<file path="src/rtl/core/wpfc_pkg.sv">
// Package for the weighted pixel format converter.
// Holds format codes, register indexes, widths and the pipeline item types.
// Used by the interfaces, the cell modules and the top level.
`default_nettype none

package wpfc_pkg;

    // Widths of the payload and of the intermediate arithmetic.
    localparam int DATA_W     = 32;
    localparam int SUM_W      = DATA_W + 2;
    localparam int MEAN_BITS  = 35;
    localparam int MEAN_STEPS = 7;
    localparam int MEAN_CELLS = MEAN_BITS / MEAN_STEPS;
    localparam int DIV_CELLS  = DATA_W;
    localparam int LANES      = 3;

    // Configuration port.
    localparam int CFG_IDX_W  = 2;
    localparam int CFG_DATA_W = 2;
    localparam logic [CFG_IDX_W-1:0] CFG_SOURCE_FORMAT = 2'd0;
    localparam logic [CFG_IDX_W-1:0] CFG_TARGET_FORMAT = 2'd1;

    // Pixel format codes. The last code is undefined and yields zeros.
    typedef enum logic [1:0] {
        FMT_GRAY     = 2'd0,
        FMT_PACKED   = 2'd1,
        FMT_SEPARATE = 2'd2,
        FMT_UNDEF    = 2'd3
    } t_fmt;

    // One input pixel as it travels down the pipeline.
    typedef struct packed {
        logic [DATA_W-1:0] rv;
        logic [DATA_W-1:0] gv;
        logic [DATA_W-1:0] bv;
        logic [DATA_W-1:0] rw;
        logic [DATA_W-1:0] gw;
        logic [DATA_W-1:0] bw;
        logic              last;
    } t_pix;

    // Division by three of the value sum and the weight sum, MSB first.
    typedef struct packed {
        logic [MEAN_BITS-1:0] dv;
        logic [MEAN_BITS-1:0] dw;
        logic [MEAN_BITS-1:0] qv;
        logic [MEAN_BITS-1:0] qw;
        logic [1:0]           remv;
        logic [1:0]           remw;
    } t_mean;

    typedef struct packed {
        t_pix  pix;
        t_mean m;
    } t_mst;

    // One channel of the restoring divider for v * m / w.
    typedef struct packed {
        logic [DATA_W-1:0] w;
        logic [DATA_W-1:0] rem;
        logic [DATA_W-1:0] lo;
        logic [DATA_W-1:0] q;
        logic              sat;
        logic              zero;
    } t_lane;

    typedef struct packed {
        t_pix                   pix;
        logic [DATA_W-1:0]      mv;
        logic [DATA_W-1:0]      mw;
        t_lane [LANES-1:0]      lane;
    } t_dst;

endpackage

`default_nettype wire

</file>
<file path="src/rtl/core/wpfc_mean_cell.sv">
// One cell of the divide-by-three chain for the value and weight sums.
// Retires MEAN_STEPS quotient bits per cycle while i_en is high; depends on wpfc_pkg.
`default_nettype none

module wpfc_mean_cell (
    input  wire logic          i_clk,
    input  wire logic          i_rst_n,
    input  wire logic          i_en,
    input  wire logic          i_valid,
    input  wpfc_pkg::t_mst     i_data,
    output logic               o_valid,
    output wpfc_pkg::t_mst     o_data
);

    logic           r_valid;
    wpfc_pkg::t_mst r_data;
    wpfc_pkg::t_mst n_data;

    // Radix-2 long division by three, a few bits at a time.
    always_comb begin
        logic [2:0] tv;
        logic [2:0] tw;
        n_data = i_data;
        for (int s = 0; s < wpfc_pkg::MEAN_STEPS; s++) begin
            tv = {n_data.m.remv, n_data.m.dv[wpfc_pkg::MEAN_BITS-1]};
            tw = {n_data.m.remw, n_data.m.dw[wpfc_pkg::MEAN_BITS-1]};
            n_data.m.dv = {n_data.m.dv[wpfc_pkg::MEAN_BITS-2:0], 1'b0};
            n_data.m.dw = {n_data.m.dw[wpfc_pkg::MEAN_BITS-2:0], 1'b0};
            n_data.m.qv = {n_data.m.qv[wpfc_pkg::MEAN_BITS-2:0], (tv >= 3'd3)};
            n_data.m.qw = {n_data.m.qw[wpfc_pkg::MEAN_BITS-2:0], (tw >= 3'd3)};
            n_data.m.remv = (tv >= 3'd3) ? 2'(tv - 3'd3) : tv[1:0];
            n_data.m.remw = (tw >= 3'd3) ? 2'(tw - 3'd3) : tw[1:0];
        end
    end

    always_ff @(posedge i_clk) begin
        if (!i_rst_n) begin
            r_valid <= 1'b0;
        end else if (i_en) begin
            r_valid <= i_valid;
        end
    end

    always_ff @(posedge i_clk) begin
        if (i_en) begin
            r_data <= n_data;
        end
    end

    assign o_valid = r_valid;
    assign o_data  = r_data;

endmodule

`default_nettype wire

</file>
<file path="config.mk">
export PLATFORM = sky130hd
export DESIGN_NAME = wpfc_mean_cell
export DESIGN_NICKNAME = d
export VERILOG_FILES = /design/src/rtl/core/wpfc_pkg.sv /design/src/rtl/core/wpfc_mean_cell.sv
export SDC_FILE = /design/constraint.sdc
export NUM_CORES = 1
export LEC_CHECK = 0
export BUFFER_PORTS_ARGS = -buffer_cell sky130_fd_sc_hd__buf_4
export CORE_AREA = 8 8 257 259
export CTS_BUF_LIST = sky130_fd_sc_hd__clkbuf_8
export DETAILED_ROUTE_END_ITERATION = 8
export DIE_AREA = 0 0 265 267
export HOLD_SLACK_MARGIN = 0.08
export RECOVER_POWER = 25
export SLEW_MARGIN = 20
export SYNTH_ARGS = -nofsm -noshare
export SYNTH_HDL_FRONTEND = slang
export SYNTH_SLANG_ARGS = --single-unit
</file>
<file path="constraint.sdc">
create_clock -name i_clk -period 9 [get_ports i_clk]
set_input_delay 0.9 -clock i_clk [delete_from_list [all_inputs] [get_ports i_clk]]
set_output_delay 0.9 -clock i_clk [all_outputs]
set_load 0.03 [all_outputs]
</file>
==> results.tsv <==
metric	value	unit
slowest_stage	or4b_4	
ys.flop_type	edfxtp_1	
fin_util	29.3	%
regArea	9720	sq um
clock_skew	0	ps
drtIter0Drc	617	
cts-buffers-inserted	58	
wl	44400	microns
worst_pin_slew	1000	ps
rows	92	
final_net_count	1610	
port_buffers	650	
die_y	267	microns
rsz0062_at_grt	false	
cts.sinks	324	
async_flop_share	0	%
slew_headroom	33.3	%
ioPinCount	679	
die_x	265	microns
ys_types	69	
slew_violations	0	
syn_inst	547	
layout_min_cycle_time	7340	ps
rr_worst_depth	2	
synth_top_cell_by_area	edfxtp_1	
layout-drive-gt1-share	57.2	%
post-cts-setup-buffers	0	
path_clk_slew	60	ps
timing.final.ws_setup	1660	ps
yosys_warnings	0	
drtAntennaViolNets	0	
routed_via_density	3.80	
status	completed	
grt_pass1_vias	8420	
cts_tree	done	
multi_input_area	1460	sq um
drc	0	
start_util	18.2	%
crit_path_end_kind	flip-flop	
grt_max_degree	169	
r2r_setup_slack	8410	ps
htree_levels	2	
setup_viol	0	
seq_area_frac_synth	85.9	%
place_ws	1140	ps
whs_path_depth	1	
cts.repair.resized	0	
synth_edf_count	323	
fmax	0.136	GHz
syn_area	11300	sq um
hold_buffers	0	
power_density	218	nW/um^2
p_leak	7.53	nW
finalCritPeriodShare	81.6	%
first_pass_iters	6	
fill_cells	6271	
cpMostUsedCell	ha_1	
clock_latency	630	ps
path_class	input pin to flip-flop	
hold_violations	0	
vias	7988	
tns	0	ps
cp.required	9380	ps
wire_per_inst	21.1	microns
syn_area_per_cell	20.7	sq um
dieArea	70800	sq um
synth_area_leaders	edfxtp_1, ha_1, buf_4	
drv_cap	0	
cp_max_fo	8	
hold_path_class	input pin to flip-flop	
worstPathArrival	7720	ps
grt_pass1_wl	60800	microns
dp_hpwl	35800	microns
cts_root_buf	clkbuf_8	
syn_to_final_growth	61.2	%
max-vdd-ir-drop	0.000100	V
antenna_found_initial	12	
design.core.area	62200	sq um
grt_usage	11.7	%
cts_buffer_depth	3	
startpoint_type	input pin	
gp_congestion	0.843	
max_stage_delay	580	ps
yosysTopAreaCellShare	85.8	%
synth-seq-cells	324	
grt_overflow_total	0	
==> per-stage QoR <==
step | instance area, sq um | hold WS [ps] | instances | total power [mW]
after CTS | 18200 | 341 | 2096 | 4.06
after detailed placement | 17200 | 514 | 1994 | 2.74
final | 18200 | 451 | 2101 | 3.98
after global placement | 17200 | 519 | 1994 | 2.72
after floorplan | 11400 | 640 | 560 | 2.32
after global routing | 18200 | 376 | 2100 | 4.17
==> kinds of logic after synthesis <==
kind of cell    share of synthesized area [%]
other cells                            0.0332
mux                                     0.896
fa+ha+maj                                1.55
buf+inv                                  1.58
simple gates                             4.93
compound gates                           5.08
flops                                    85.9
==> cell type report <==
type,count,area share [%]
Tap cell,799,5.48
Clock inverter,44,1.43
Inverter,15,0.336
Multi-Input combinational cell,204,8.02
Sequential cell,324,53.3
Clock buffer,58,4.38
Timing Repair Buffer,652,27.0
Antenna cell,5,0.0686
==> cell usage after synthesis (5+ instances only) <==
cell / number
inv_1: 13
nor3b_1: 5
buf_4: 14
nand2_1: 12
mux2i_1: 9
nor3_1: 12
nor2_1: 25
o21ai_0: 10
a21oi_1: 10
edfxtp_1: 323
nor2b_1: 6
nand3_1: 6
ha_1: 14
a21o_1: 5
==> layer usage <==
layer  GRT usage, %  wire, microns  part of all wire, %  vias to the layer above
met3           6.93           6010                   14                       99
met4           6.59           2160                  4.9                       14
met1           11.6          14600                   33                     3837
li1               -              -                    -                     3597
met5              0             94                 0.21                        -
met2           19.0          21500                   48                      441
==> registers in the layout, indices dropped and copies added, names as in the netlist <==
register and cells:
o_data 323, o_valid 1
==> cells in the final DEF (no fill, tap or decap), drive strengths merged, types with 9 or more instances in the layout <==
cell,n
inv,33
edfxtp,323
buf,410
mux2i,9
nor2,25
nand2,12
conb,14
ha,14
nor3,13
a21oi,10
o21ai,14
clkinv,22
clkbuf,300
==> report_power, final <==
part | switching [mW] | internal, mW
clock | 0.624 | 0.660
combinational | 0.515 | 0.320
sequential | 0.0419 | 1.81
total | 1.18 | 2.79
==> final timing paths <==
| path | start | endpoint |
|---|---|---|
| worst max-delay path | i_data[2] | o_data[3] |
| worst min-delay path | i_data[221] | o_data[221] |
| worst max register to register | o_valid | o_valid |
| worst min register to register | o_valid | o_valid |
==> worst max-delay path: cells and delay by family <==
kind | cells | cell delay, ps
simple gates | 9 | 2200
fa+ha+maj | 7 | 1900
compound gates | 8 | 2010
mux | 2 | 250
buf+inv | 4 | 430
No activity file was read; power rests on OpenSTA's default activity.
