--- src/rtl/core/wpfc_pkg.sv ---
// Package for the weighted pixel format converter.
// Holds format codes, register indexes, widths and the pipeline item types.
// Used by the interfaces, the cell modules and the top level.
`default_nettype none

package wpfc_pkg;

    // Widths of the payload and of the intermediate arithmetic.
    localparam int DATA_W     = 32;
    localparam int SUM_W      = DATA_W + 2;
    localparam int MEAN_BITS  = 35;
    localparam int MEAN_STEPS = 7;
    localparam int MEAN_CELLS = MEAN_BITS / MEAN_STEPS;
    localparam int DIV_CELLS  = DATA_W;
    localparam int LANES      = 3;

    // Configuration port.
    localparam int CFG_IDX_W  = 2;
    localparam int CFG_DATA_W = 2;
    localparam logic [CFG_IDX_W-1:0] CFG_SOURCE_FORMAT = 2'd0;
    localparam logic [CFG_IDX_W-1:0] CFG_TARGET_FORMAT = 2'd1;

    // Pixel format codes. The last code is undefined and yields zeros.
    typedef enum logic [1:0] {
        FMT_GRAY     = 2'd0,
        FMT_PACKED   = 2'd1,
        FMT_SEPARATE = 2'd2,
        FMT_UNDEF    = 2'd3
    } t_fmt;

    // One input pixel as it travels down the pipeline.
    typedef struct packed {
        logic [DATA_W-1:0] rv;
        logic [DATA_W-1:0] gv;
        logic [DATA_W-1:0] bv;
        logic [DATA_W-1:0] rw;
        logic [DATA_W-1:0] gw;
        logic [DATA_W-1:0] bw;
        logic              last;
    } t_pix;

    // Division by three of the value sum and the weight sum, MSB first.
    typedef struct packed {
        logic [MEAN_BITS-1:0] dv;
        logic [MEAN_BITS-1:0] dw;
        logic [MEAN_BITS-1:0] qv;
        logic [MEAN_BITS-1:0] qw;
        logic [1:0]           remv;
        logic [1:0]           remw;
    } t_mean;

    typedef struct packed {
        t_pix  pix;
        t_mean m;
    } t_mst;

    // One channel of the restoring divider for v * m / w.
    typedef struct packed {
        logic [DATA_W-1:0] w;
        logic [DATA_W-1:0] rem;
        logic [DATA_W-1:0] lo;
        logic [DATA_W-1:0] q;
        logic              sat;
        logic              zero;
    } t_lane;

    typedef struct packed {
        t_pix                   pix;
        logic [DATA_W-1:0]      mv;
        logic [DATA_W-1:0]      mw;
        t_lane [LANES-1:0]      lane;
    } t_dst;

endpackage

`default_nettype wire

--- src/rtl/core/wpfc_div_cell.sv ---
// One cell of the restoring divider chain: one quotient bit per channel.
// Handles the three rescaled channels in parallel; depends on wpfc_pkg.
`default_nettype none

module wpfc_div_cell (
    input  wire logic          i_clk,
    input  wire logic          i_rst_n,
    input  wire logic          i_en,
    input  wire logic          i_valid,
    input  wpfc_pkg::t_dst     i_data,
    output logic               o_valid,
    output wpfc_pkg::t_dst     o_data
);

    logic           r_valid;
    wpfc_pkg::t_dst r_data;
    wpfc_pkg::t_dst n_data;

    // Shift in the next dividend bit and subtract the divisor if it fits.
    always_comb begin
        logic [wpfc_pkg::DATA_W:0] r;
        logic                      ge;
        n_data = i_data;
        for (int c = 0; c < wpfc_pkg::LANES; c++) begin
            r  = {i_data.lane[c].rem, i_data.lane[c].lo[wpfc_pkg::DATA_W-1]};
            ge = (r >= {1'b0, i_data.lane[c].w});
            n_data.lane[c].rem = ge ? wpfc_pkg::DATA_W'(r - {1'b0, i_data.lane[c].w})
                                    : r[wpfc_pkg::DATA_W-1:0];
            n_data.lane[c].lo  = {i_data.lane[c].lo[wpfc_pkg::DATA_W-2:0], 1'b0};
            n_data.lane[c].q   = {i_data.lane[c].q[wpfc_pkg::DATA_W-2:0], ge};
        end
    end

    always_ff @(posedge i_clk) begin
        if (!i_rst_n) begin
            r_valid <= 1'b0;
        end else if (i_en) begin
            r_valid <= i_valid;
        end
    end

    always_ff @(posedge i_clk) begin
        if (i_en) begin
            r_data <= n_data;
        end
    end

    assign o_valid = r_valid;
    assign o_data  = r_data;

endmodule

`default_nettype wire

--- config.mk ---
export PLATFORM = sky130hd
export DESIGN_NAME = wpfc_div_cell
export DESIGN_NICKNAME = d
export VERILOG_FILES = /design/src/rtl/core/wpfc_pkg.sv /design/src/rtl/core/wpfc_div_cell.sv
export SDC_FILE = /design/constraint.sdc
export NUM_CORES = 1
export LEC_CHECK = 0
export ABC_CLOCK_PERIOD_IN_PS = 3700
export BUFFER_PORTS_ARGS = -buffer_cell sky130_fd_sc_hd__buf_2
export CORE_AREA = 2 2 504 506
export CTS_CLUSTER_SIZE = 28
export DETAILED_ROUTE_END_ITERATION = 16
export DIE_AREA = 0 0 506 508
export GPL_TIMING_DRIVEN = 0
export RECOVER_POWER = 100
export SETUP_SLACK_MARGIN = 0.05
export SLEW_MARGIN = 20
export SYNTH_ARGS = -nofsm -noshare
export SYNTH_HDL_FRONTEND = slang
export SYNTH_SLANG_ARGS = --single-unit
--- constraint.sdc ---
create_clock -name i_clk -period 3.7 [get_ports i_clk]
set_input_delay 0.185 -clock i_clk [delete_from_list [all_inputs] [get_ports i_clk]]
set_output_delay 0.185 -clock i_clk [all_outputs]
set_load 0.01 [all_outputs]
==> key figures <==
Run status
  • Status: finished with violations
  • Violated checks: capacitance limit, slew limit

Finish
  • Nets: 4457
  • Share of layout cells above drive strength 1: 0.177
  • Area delta synth->final: 73.9%
  • Commonest cells after routing, fill and taps aside: clkbuf_1, edfxtp_1, dlygate4sd3_1
  • Commonest non-fill, non-tap cell in the layout: clkbuf_1

Synth
  • Multiplexer area fraction after synthesis: 0.0265
  • Number of flops mapped to enable cells by yosys: 644
  • Share of synthesized registers carrying an async set or reset: 0
  • Ys flop type: edfxtp_1
  • Synthesized area: 26200 sq um
  • Post-Synth Simple-Gate Area: 0.0525
  • Largest family of logic cells by synthesized area: compound AO/OA/AOI/OAI gates
  • Syn Area/Cell: 15.7 sq um
  • Post-synthesis cell count: 1672
  • Post-synthesis xor/xnor area fraction: 0.0250
  • Post-synthesis compound-gate area fraction: 0.0846
  • Post-synthesis adder-cell area fraction: 0.0481
  • Yosys reg bits: 645
  • Sequential area share after synthesis: 0.738
  • Post-synth cell types: 73
  • Synthesis Warnings: 0

Critical path
  • Worst reg-to-reg path cell count: 3
  • CP Class: in2reg
  • Kind of end point of the critical path: flip-flop
  • Startpoint types: input port
  • Crit path max fanout: 10
  • Data required time of the worst path: 4.13 ns
  • CP Data Arrival Time: 4.03 ns

STA
  • Worst slew margin: -0.782
  • Fin. Hold Viols: 0
  • Hold_ws: 0.0393 ns
  • Crit path time final: 3.61 ns
  • Worst Clk Skew: 0 ns
  • RSZ-0062 raised after global routing: yes
  • Final Max Slew Viols: 261
  • Sum Neg Setup Slack: 0 ns
  • Final setup violation count: 0
  • F_max: 277 MHz
  • Worst Max-Slew Pin Slew: 2.67 ns
  • Final Cycle Share: 0.975

Drt
  • Routed vias: 24.4k
  • Post-DRT Antenna Nets: 0
  • Final WL: 234000 microns
  • Vias per inst: 3.39
  • Initial drt markers: 1820
  • TritonRoute pass-1 iters: 6
  • Avg WL per Cell: 32.5 microns
  • DRC Markers: 0

Floorplan
  • I/O pin cnt: 1299
  • Initial Utilization: 0.104
  • Rows: 185
  • Die area: 257000 sq um
  • Die Y: 508 microns
  • Core Region: 252000 sq um
  • Die Span X: 506 microns

Clock tree
  • CTS Buf Count: 90
  • CTS tree: yes
  • Sink Count: 645
  • CTS max path bufs: 3
  • Post-CTS Setup Inserts: 0
  • Worst-Skew Late Latency: 0.73 ns
  • H-tree Lvls: 3
  • Worst-path clk slew: 0.06 ns
  • CTS root buf: clkbuf_16

Pwr
  • Pwr dens: 504 nW/um^2
  • Worst vdd ir: 0.324 mV
  • Leak: 16.6 nW

Hold path
  • Hold Path Stages: 3
  • Hold Crit Class: in2reg

GRT
  • Tot GR Track Use: 0.175
  • Initial antenna violation count: 179
  • Vias in the first global route: 24.2k
  • GRT Residual Overflow: 0
  • Global-route wire length before repair: 283000 microns
  • Largest net degree at the start of global routing: 103

Flow run
  • Max Cap Violations: 3

Placement
  • Dpl hpwl: 203000 microns
  • Port Buffers: 1292
  • Gpl congestion: 1.01
-- per-stage QoR --
stage	total power [W]	setup WS, ns	util	instance area, sq um	instances
after floorplan	0.0106	0.884	-	26200	1674
after global routing	0.0240	0.0212	0.181	45500	7159
final	0.0230	0.0943	0.181	45600	7188
after global placement	0.0136	-9.37	0.146	36900	6332
after detailed placement	0.0135	-1.02	0.147	37100	6339
after CTS	0.0238	0.0721	0.185	46600	7148
-- report_power, final --
| group | switching, W | leakage [nW] | internal (W) |
|---|---|---|---|
| sequential | 0.000340 | 6.31 | 0.00886 |
| combinational | 0.00302 | 8.84 | 0.00149 |
| clock | 0.00404 | 1.47 | 0.00523 |
-- metal layers --
layer,wire length (microns),track usage
met1,97700,0.216
met5,62,0
met4,6140,0.0357
met2,105000,0.281
met3,24800,0.0762
-- cell families after synthesis --
kind of cell | count (synthesis)
buffers and inverters | 169
XOR/XNOR | 75
AND/OR/NAND/NOR | 281
multiplexers | 56
flip-flops | 645
adder cells (fa/ha/maj) | 99
AO/OA/AOI/OAI | 346
other | 1
-- state kept, by name, indices dropped and copies added (netlist names) --
signal	cells
o_data	644
o_valid	1
-- area by class of cell --
type / count / area [sq um]
antenna: 38 / 95.1
buffer: 38 / 176
clock buffer: 104 / 2360
clock inverter: 65 / 747
fill: 28036 / 207000
inverter: 131 / 492
multi-input combinational: 860 / 6190
sequential: 645 / 19400
tap: 3366 / 4210
timing repair buffer: 1941 / 12000
-- cell usage after synthesis (all sizes together) (3+ instances only) --
master | instances | area share
xor2 | 23 | 0.0077
o21a | 18 | 0.0052
mux2 | 50 | 0.024
nand3 | 22 | 0.0042
nand2b | 13 | 0.0031
a21boi | 3 | 0.0010
a211oi | 11 | 0.0031
or4 | 5 | 0.0014
a221oi | 4 | 0.0020
o21ai | 99 | 0.019
a22oi | 3 | 0.00086
o211ai | 12 | 0.0036
and2 | 9 | 0.0021
o21bai | 15 | 0.0043
inv | 131 | 0.019
o31ai | 11 | 0.0031
a41oi | 3 | 0.0010
buf | 9 | 0.0025
ha | 96 | 0.046
or2 | 4 | 0.00095
nor2b | 13 | 0.0034
nor2 | 58 | 0.0083
a31oi | 16 | 0.0038
or3 | 5 | 0.0012
nor3 | 27 | 0.0052
o311ai | 5 | 0.0017
edfxtp | 644 | 0.74
a221o | 3 | 0.0011
xnor2 | 52 | 0.017
fa | 3 | 0.0023
nand2 | 85 | 0.012
a211o | 4 | 0.0013
mux2i | 6 | 0.0023
and3 | 6 | 0.0014
a2111oi | 5 | 0.0017
a21o | 32 | 0.0092
nand4 | 19 | 0.0045
nor4 | 6 | 0.0017
a21oi | 84 | 0.016
clkbuf | 29 | 0.0041
-- worst max-delay path, stage by stage --
cell	delay [ns]
dlygate4sd3_1	0.61
clkbuf_1	0.29
inv_1	0.08
ha_1	0.35
o2111ai_1	0.19
a31oi_1	0.33
o311ai_4	0.44
a211oi_1	0.12
o21ai_1	0.23
a31o_2	0.18
buf_2	0.22
buf_2	0.34
mux2_1	0.44
-- path summary, 6_finish.rpt --
path | start | endpoint | slack [ns]
min | i_data[328] | o_data[329] | 0.04
max reg2reg | o_valid | o_valid | 2.51
max | i_data[100] | o_data[82] | 0.09
min reg2reg | o_valid | o_valid | 1.12
-- timing repair --
action,CTS,global route
hold buffers,640,2
hold endpoints to repair,678,2
setup endpoints to repair,17,66
resized for setup,1,16
(Power assumes the default switching activity.)
